`config.mk`:
```
export PLATFORM = sky130hd
export DESIGN_NAME = xsr_ctrl
export DESIGN_NICKNAME = d
export VERILOG_FILES = /design/src/rtl/core/xsr_pkg.sv /design/src/rtl/core/xsr_ctrl.sv
export SDC_FILE = /design/constraint.sdc
export NUM_CORES = 1
export LEC_CHECK = 0
export BUFFER_PORTS_ARGS = -buffer_cell sky130_fd_sc_hd__buf_4
export CAP_MARGIN = 40
export CORE_AREA = 3 3 40 42
export DETAILED_ROUTE_END_ITERATION = 10
export DIE_AREA = 0 0 43 45
export HOLD_SLACK_MARGIN = 0.15
export PLACE_DENSITY = 0.82
export RECOVER_POWER = 100
export SLEW_MARGIN = 0
export SYNTH_ARGS = -nofsm -noshare
export SYNTH_HDL_FRONTEND = slang
export SYNTH_SLANG_ARGS = --single-unit
```
`constraint.sdc`:
```
create_clock -name i_clk -period 2.55 [get_ports i_clk]
set_input_delay 0.3825 -clock i_clk [delete_from_list [all_inputs] [get_ports i_clk]]
set_output_delay 0.3825 -clock i_clk [all_outputs]
set_load 0.01 [all_outputs]
```
`src/rtl/core/xsr_pkg.sv`:
```
// xsr_pkg: shared types and constants of the xorshift1024* ranged generator
// used by the controller, the datapath and the top level; depends on nothing
package xsr_pkg;

    localparam int unsigned WORD_W  = 64;
    localparam int unsigned HALF_W  = 32;
    localparam int unsigned WORDS   = 16;
    localparam int unsigned PTR_W   = 4;
    localparam int unsigned KIND_W  = 2;

    localparam logic [WORD_W-1:0] MULT = 64'd1181783497276652981;
    localparam int unsigned SHL  = 31;
    localparam int unsigned SHR1 = 11;
    localparam int unsigned SHR0 = 30;

    // item kinds, as carried in tuser
    localparam logic [KIND_W-1:0] KIND_RAW   = 2'd0;
    localparam logic [KIND_W-1:0] KIND_RANGE = 2'd1;
    localparam logic [KIND_W-1:0] KIND_FOLD  = 2'd2;
    localparam logic [KIND_W-1:0] KIND_SEED  = 2'd3;

    // result formatting
    typedef logic [1:0] t_out_sel;
    localparam t_out_sel OUT_RAW   = 2'd0;
    localparam t_out_sel OUT_FOLD  = 2'd1;
    localparam t_out_sel OUT_RANGE = 2'd2;

    // multiplier operand choice
    localparam logic MUL_DRAW  = 1'b0;  // mixed word times the odd constant
    localparam logic MUL_LIMIT = 1'b1;  // buckets times span

    // divider operand choice
    localparam logic DIV_BUCKETS = 1'b0;  // all ones over span
    localparam logic DIV_INDEX   = 1'b1;  // candidate over buckets

    typedef struct packed {
        logic     latch;
        logic     seed_wr;
        logic     rd;
        logic     mix;
        logic     mul_start;
        logic     mul_sel;
        logic     div_start;
        logic     div_sel;
        logic     ld_buckets;
        logic     ld_limit;
        logic     ld_cand;
        logic     out_load;
        t_out_sel out_sel;
    } t_cmd;

    typedef struct packed {
        logic [KIND_W-1:0] kind;
        logic              span_zero;
        logic              mul_done;
        logic              div_done;
        logic              reject;
        logic              out_free;
    } t_status;

endpackage

```
`src/rtl/core/xsr_ctrl.sv`:
```
// xsr_ctrl: sequencing state machine for seed writes, draws and ranged draws
// uses xsr_pkg for the command and status structs and the kind codes
module xsr_ctrl (
    input  logic                        i_clk,
    input  logic                        i_rst_n,
    input  logic                        i_valid,
    input  logic [xsr_pkg::KIND_W-1:0]  i_kind,
    output logic                        o_ready,
    input  xsr_pkg::t_status            i_status,
    output xsr_pkg::t_cmd               o_cmd
);
    localparam logic [3:0] S_IDLE  = 4'd0;
    localparam logic [3:0] S_SPAN  = 4'd1;
    localparam logic [3:0] S_DIV1  = 4'd2;
    localparam logic [3:0] S_MUL1  = 4'd3;
    localparam logic [3:0] S_READ  = 4'd4;
    localparam logic [3:0] S_MIX   = 4'd5;
    localparam logic [3:0] S_MULD  = 4'd6;
    localparam logic [3:0] S_CHECK = 4'd7;
    localparam logic [3:0] S_DIV2  = 4'd8;
    localparam logic [3:0] S_OUT   = 4'd9;

    logic [3:0] r_state, n_state;
    logic       ranged;

    // a ranged draw over the full span is a plain draw
    assign ranged = (i_status.kind == xsr_pkg::KIND_RANGE) && !i_status.span_zero;

    always_comb begin
        n_state = r_state;
        o_cmd   = '0;
        o_ready = 1'b0;
        case (r_state)
            S_IDLE: begin
                o_ready = 1'b1;
                if (i_valid) begin
                    o_cmd.latch = 1'b1;
                    case (i_kind)
                        xsr_pkg::KIND_SEED:  o_cmd.seed_wr = 1'b1;
                        xsr_pkg::KIND_RANGE: n_state = S_SPAN;
                        default:             n_state = S_READ;
                    endcase
                end
            end
            S_SPAN: begin
                if (i_status.span_zero) begin
                    n_state = S_READ;
                end else begin
                    o_cmd.div_start = 1'b1;
                    o_cmd.div_sel   = xsr_pkg::DIV_BUCKETS;
                    n_state         = S_DIV1;
                end
            end
            S_DIV1: begin
                if (i_status.div_done) begin
                    o_cmd.ld_buckets = 1'b1;
                    o_cmd.mul_start  = 1'b1;
                    o_cmd.mul_sel    = xsr_pkg::MUL_LIMIT;
                    n_state          = S_MUL1;
                end
            end
            S_MUL1: begin
                if (i_status.mul_done) begin
                    o_cmd.ld_limit = 1'b1;
                    n_state        = S_READ;
                end
            end
            S_READ: begin
                o_cmd.rd = 1'b1;
                n_state  = S_MIX;
            end
            S_MIX: begin
                o_cmd.mix       = 1'b1;
                o_cmd.mul_start = 1'b1;
                o_cmd.mul_sel   = xsr_pkg::MUL_DRAW;
                n_state         = S_MULD;
            end
            S_MULD: begin
                if (i_status.mul_done) begin
                    o_cmd.ld_cand = 1'b1;
                    n_state       = ranged ? S_CHECK : S_OUT;
                end
            end
            S_CHECK: begin
                if (i_status.reject) begin
                    n_state = S_READ;
                end else begin
                    o_cmd.div_start = 1'b1;
                    o_cmd.div_sel   = xsr_pkg::DIV_INDEX;
                    n_state         = S_DIV2;
                end
            end
            S_DIV2: begin
                if (i_status.div_done) begin
                    n_state = S_OUT;
                end
            end
            S_OUT: begin
                if (ranged) begin
                    o_cmd.out_sel = xsr_pkg::OUT_RANGE;
                end else if (i_status.kind == xsr_pkg::KIND_FOLD) begin
                    o_cmd.out_sel = xsr_pkg::OUT_FOLD;
                end else begin
                    o_cmd.out_sel = xsr_pkg::OUT_RAW;
                end
                if (i_status.out_free) begin
                    o_cmd.out_load = 1'b1;
                    n_state        = S_IDLE;
                end
            end
            default: begin
                n_state = S_IDLE;
            end
        endcase
    end

    always_ff @(posedge i_clk) begin
        if (!i_rst_n) begin
            r_state <= S_IDLE;
        end else begin
            r_state <= n_state;
        end
    end

endmodule

```
Word level (Yosys, flattened, before mapping)
Index checks and enable logic that the tools add are counted.
- bits in registers: 4
- input port bits: 12
- output and inout bits: 15
- logic and storage cells: 56
- equal/unequal tests: 20
- multiplexer cells: 31
- reductions and logical operators: 4
- operators with widths (kind ; count):
    case mux 4 bit (10 select lines) ; 1
    two-way mux 4 bit ; 8
    equality test 4 x 3 -> 1 bit (second input constant) ; 4
    != test 2 bit (second input constant) ; 7
    two-way mux 2 bit ; 6
    two-way mux 1 bit ; 11
    equality test 4 x 2 -> 1 bit (second input constant) ; 2
    equality test 4 bit (second input constant) ; 2
    case mux 2 bit (2 select lines) ; 2
    case mux 4 bit (2 select lines) ; 1
    AND reduction 7 bit ; 1
    two-way mux 3 bit ; 2
    equality test 2 x 1 -> 1 bit (second input constant) ; 2
    equality test 2 bit (second input constant) ; 2
    equality test 4 x 1 -> 1 bit (second input constant) ; 1
    logical NOT 4 bit ; 1
    logical AND 1 bit ; 1
    logical NOT 1 bit ; 1

Depth between registers and ports, before layout
Gate-level depths: netlist of run 1.
- depth after elaboration: 5
- mapped depth: 7
- depth with buffers taken out: 5

Worst setup path before layout of run 1
Ideal clock, no wire load.
- path kind: flip-flop to output port
- from: reg r_state[0]
- to: out o_cmd[9] (netlist bit)
- data arrival time: 1.364 ns
- required time: 2.168 ns
- setup slack: 0.803 ns
- stages on the path, launching flop included: 6
- path buffers: 1
- cell sequence: dfxtp_1 buf_2 inv_2 nand2_1 nor4b_1 or2_1
- RTL lines (what ; line ; text):
    start: declaration ; xsr_ctrl.sv:23 ; logic [3:0] r_state, n_state;
    start signal: assignment ; xsr_ctrl.sv:121 ; r_state <= n_state;
    end: declaration ; xsr_ctrl.sv:10 ; output xsr_pkg::t_cmd o_cmd

==> impl_metrics.tcl, run 1 <==
set metrics [dict create \
    cts_tree "done" \
    hold_path.class "in -> reg" \
    portBuffers 26 \
    avgSynthCellArea_um2 7.013 \
    totalWireLength_mm 1.495 \
    fin_util_pct 53.07 \
    worstSetupEndpointType "primary output" \
    ios 27 \
    worst_pin_slew_ns 0.5560 \
    hold_buffers 0 \
    setup_tns_ns 0 \
    ir_drop_mv 0.3955 \
    start_util_pct 41.48 \
    fin_cells 114 \
    power_density_nw_per_um2 489.4 \
    top_layer_used "met3" \
    rsz0062_at_grt "false" \
    relSlewSlack_pct 62.88 \
    grt_max_degree 19 \
    ys_top_cells_by_area "dfxtp_1, a21oi_1, nor3_1" \
    reg.largest.list "r_state x4" \
    slew_violations 0 \
    path_class "reg -> out" \
    synth_edf_count 0 \
    viasPerCell 5.623 \
    post-synth-top-area-cell "dfxtp_1" \
    cts_resized 0 \
    clock.fmax_mhz 466.5 \
    antenna_found_initial 0 \
    setup_viol 0 \
    drc 0 \
    die_x_um 43 \
    rows 13 \
    hpwl_mm 1.159 \
    fin_crit_sh_pct 84.06 \
    crit_buf_inv 2 \
    first_pass_iters 4 \
    wl_met1_um 663 \
    cap_violations 0 \
    syn_to_final_growth_pct 27.93 \
    nets 113 \
    min_period_ns 2.144 \
    wl_met2_um 705 \
    crit_path_top_delay_cell "dfxtp_1" \
    htree_levels 1 \
    wire_per_inst_um 13.11 \
    dp_cells 111 \
    synth_cell_types 38 \
    clockBufferDepth 2 \
    routed-via-count 641 \
    yosysTopAreaCellShare_pct 15.02 \
    diodes 0 \
    fill_cells 141 \
    grt_first_pass_wirelength_mm 2.511 \
    cts_made_buffers 3 \
    drt_iter0_drc 21 \
    worst_setup_path_start_kind "flip-flop" \
    synth-seq-cells 4 \
    syn_nets 88 \
    fin_skew_ns 0.003735 \
    ys.warnings.count 0 \
    path_delay_family "flip-flops" \
    gp_congestion 0.8745 \
    hold_viol_final 0 \
    crit_chain "inv_1, nand2_1, nor4b_1, or2_0, buf_4" \
    grt-ovfl-total 0 \
    yosysSeqAreaShare_pct 15.02 \
    critPathRequiredTime_ns 2.17 \
    syn_inst 76 \
    clkTransAtPathRegs_ns 0.04 \
    regMostFlops "r_state" \
    cpPeakStageDelay_ns 0.65 \
    synth_async_sr_flop_share_pct 0 \
    largest_reg_flops 4 \
    die_area_um2 1935 \
    post_cts_buffers 0 \
    coreArea_um2 1285 \
    die_h_um 45 \
    drive_gt1_share_pct 23.23 \
    root_buffer "clkbuf_4" \
    status "completed" \
    postRouteAntennaNets 0 \
    cp.arrival_ns 1.76 \
    critPathMaxFanout 15 \
    syn_area_um2 533.0 \
    clock_sinks 4 \
    grt_pass1_vias 621 \
    synth-main-ff-cell "dfxtp_1" \
    wl_met3_um 126 \
    insertion_delay_ns 0.23 \
    leakage_uw 0.0002678 \
    grt_use_total_pct 16.82 \
]
[tightest hold or removal path, stage by stage]
cell,delay [ns]
buf_4,0.09
nand3_1,0.07
o41ai_1,0.06
[kinds of logic (layout without fill, tap and decap cells)]
group                     after synthesis  in the layout  share of synthesized area (%)
and+or+nand+nor                        36             36                          38.97
DFF                                     4              4                          15.02
AOI/OAI and AO/OA                      21             21                          29.11
xor gates and xnor gates                1              1                          1.643
buffers and inverters                  13             36                          13.38
muxes                                   1              1                          1.878
[layer usage]
layer,vias to the layer above,global-route usage (%)
met2,35,25.45
met3,0,3.187
met1,279,23.13
met5,-,0
met4,0,7.831
li1,327,-
[cell usage after synthesis (3+ instances only)]
master	n
nor3_1	5
nand3_1	3
o31ai_1	3
dfxtp_1	4
a21oi_1	5
o21ai_0	3
inv_1	4
nor3b_1	3
buf_2	3
nor2_1	6
nand2_1	5
[path summary, 6_finish.rpt]
kind | startpoint | endpoint | slack (ns) | cells past startpoint
worst max register to register | r_state[3] | r_state[1] | 0.78 | 4
worst max-delay path | r_state[0] | o_cmd[9] | 0.41 | 5
worst min-delay path | i_rst_n | r_state[1] | 0.41 | 3
worst min register to register | r_state[1] | r_state[1] | 0.68 | 3
[power breakdown]
group	leakage [uW]	internal, uW	switching (uW)
registers	0.0000326	71.2	26.6
logic	0.000221	74.3	87.4
clock network	0.0000138	52.3	21.9
total	0.000268	198	136
[stage by stage]
step	worst slack [ns]	total power [uW]	area, um2	hold WS, ns
global route	0.2625	361.9	681.9	0.4424
CTS	0.4745	350.2	728.2	0.4026
finish	0.4065	333.7	681.9	0.4082
global placement	0.8151	268.9	705.7	0.6437
detailed placement	0.7355	271.0	705.7	0.6415
floorplan	0.8033	212.4	533.0	0.5180
[cell usage in the layout, fill, tap and decap left out, types with 2 or more instances in the layout]
master / netlist / layout
nor3b_1: 3 / 3
a21oi_1: 5 / 5
dfxtp_1: 4 / 4
nand2_1: 5 / 5
clkbuf_4: 0 / 3
o21ai_0: 3 / 3
clkbuf_1: 1 / 10
nor3_1: 5 / 5
buf_4: 1 / 17
nor4b_1: 2 / 2
nand3_1: 3 / 3
nand2b_1: 1 / 2
inv_1: 4 / 5
nor4_1: 2 / 3
o31ai_1: 3 / 3
nor2_1: 6 / 6
[final cells by class]
cell class | count | area (um2) | share of cell area [%]
tap | 15 | 18.77 | 2.752
multi-input combinational | 59 | 372.9 | 54.68
timing repair buffer | 27 | 165.2 | 24.22
inverter | 6 | 22.52 | 3.303
clock buffer | 3 | 22.52 | 3.303
sequential | 4 | 80.08 | 11.74
Power figures use the tool's default switching activity.
==> inputs of run 2 (changes only) <==
Settings changed: CORE_AREA 3 3 40 42 to default, CORE_MARGIN from default to 3, CORE_UTILIZATION from default to 39, DIE_AREA 0 0 43 45 to default, PLACE_DENSITY 0.82 to 0.83.
Clock period 2.55 ns to 1.8 ns, I/O delays scaled along.
==> run 2 against run 1 <==
Clock power grew 43%. Final cell count grew 1.8%. Die area shrank 4.6%. Count of clock-buffer cells in the layout is the same. Sequential power grew 37%. First-iteration DRC count shrank 57%. Critical endpoint is now o_cmd[12]. Largest cell class unchanged.
==> impl_metrics.tcl, run 2 (synthesized netlist as in run 1, its figures left out) <==
set metrics [dict create \
    regMostFlops "r_state" \
    routed-via-count 666 \
    status "completed" \
    design_area_um2 716.9 \
    layout_common_cells "buf_4, clkbuf_1, nor2_1" \
    root_buffer "clkbuf_4" \
    critPathMaxFanout 10 \
    leakage_uw 0.0002928 \
    cp.arrival_ns 1.45 \
    worstSetupEndpointType "primary output" \
    rsz0062_at_grt "false" \
    worst_setup_path_start_kind "flip-flop" \
    setup_tns_ns 0 \
    diodes 0 \
    hold_path.class "in -> reg" \
    die_area_um2 1846 \
    hold_viol_final 0 \
    grt-ovfl-total 0 \
    grt_first_pass_wirelength_mm 2.352 \
    fin_crit_sh_pct 95.65 \
    holdPathEnd "r_state[1]" \
    path_class "reg -> out" \
    slew_violations 0 \
    insertion_delay_ns 0.23 \
    hp-start "i_rst_n" \
    worst_pin_slew_ns 0.3103 \
    grt_pass1_vias 571 \
    ios 27 \
    drc 0 \
    cap_violations 0 \
    syn_to_final_growth_pct 34.51 \
    grt_use_total_pct 16.15 \
    start_util_pct 44.94 \
    ir_drop_mv 0.5816 \
    portBuffers 26 \
    fin_skew_ns 0.001295 \
    reg.largest.list "r_state x4" \
    gp_congestion 0.9262 \
    min_period_ns 1.722 \
    viasPerCell 5.741 \
    r2r_slack_ns 0.30 \
    nets 116 \
    coreArea_um2 1186 \
    critPathRequiredTime_ns 1.53 \
    drive_gt1_share_pct 31.37 \
    cts_tree "done" \
    clock_sinks 4 \
    drt_iter0_drc 9 \
    totalWireLength_mm 1.495 \
    clockBufferDepth 2 \
    relSlewSlack_pct 79.02 \
    clkTransAtPathRegs_ns 0.03 \
    min_path_cells 3 \
    wire_per_inst_um 12.89 \
    htree_levels 1 \
    power_density_nw_per_um2 685.2 \
    largest_reg_flops 4 \
    antenna_found_initial 0 \
    setup_viol 0 \
    cts_made_buffers 3 \
    rr_endpoint "r_state[1]" \
    die_h_um 42.97 \
    die_x_um 42.97 \
    first_pass_iters 4 \
    reg2reg_from "r_state[3]" \
    hpwl_mm 1.214 \
    rows 12 \
    worstRegToRegCells 4 \
    grt_max_degree 15 \
    place_area_um2 726.9 \
    clock.fmax_mhz 580.8 \
    postRouteAntennaNets 0 \
    post_cts_buffers 0 \
    final_common_cell "buf_4" \
]
run 2: through the flow:
| step | instances | total power, uW | hold WS [ns] | setup slack [ns] | util, % |
|---|---|---|---|---|---|
| CTS | 116 | 505.5 | 0.2826 | 0.03489 | 63.40 |
| floorplan | 76 | 300.9 | 0.4055 | 0.1658 | - |
| detailed placement | 113 | 392.6 | 0.5220 | 0.2280 | 61.29 |
| global route | 116 | 528.8 | 0.2915 | 0.01459 | 60.44 |
| global placement | 113 | 389.3 | 0.5194 | 0.2516 | 61.29 |
| finish | 116 | 491.2 | 0.2926 | 0.07826 | 60.44 |
run 2: power by group:
group          leakage [uW]  internal, uW  switching (uW)
registers         0.0000340           103            31.2
clock network     0.0000138          74.2            31.6
logic              0.000245           117             134
run 2: layout make-up:
cell class / count / area, um2
clock buffer: 3 / 22.52
multi-input combinational: 59 / 379.1
tap: 14 / 17.52
fill: 132 / 469.2
inverter: 6 / 22.52
sequential: 4 / 83.83
timing repair buffer: 30 / 191.4
run 2: worst max-delay path by stage:
stage                from         end
2_1_floorplan  r_state[0]    o_cmd[9]
3_3_place_gp   r_state[1]    o_cmd[7]
3_5_place_dp   r_state[3]  r_state[1]
4_1_cts        r_state[3]    o_cmd[9]
5_1_grt        r_state[1]   o_cmd[12]
6_report       r_state[1]   o_cmd[12]
run 2: critical path: stages (launching register included):
cell and delay (ns):
dfxtp_2 0.36, buf_4 0.18, nor4_2 0.21, and2_1 0.20, and3_1 0.15, buf_4 0.11
run 2: layer usage:
metal | global-route usage, % | vias up | share of wire [%]
li1 | - | 335 | -
met3 | 5.085 | 0 | 6.8
met4 | 4.819 | 0 | 0
met1 | 20.85 | 311 | 43
met5 | 0 | - | 0
met2 | 25.45 | 20 | 50
run 2: timing repair:
item | CTS | global route
resized for setup | 2 | 1
pin swaps | 0 | 0
setup endpoints to repair | 2 | 2
hold buffers | 0 | 0
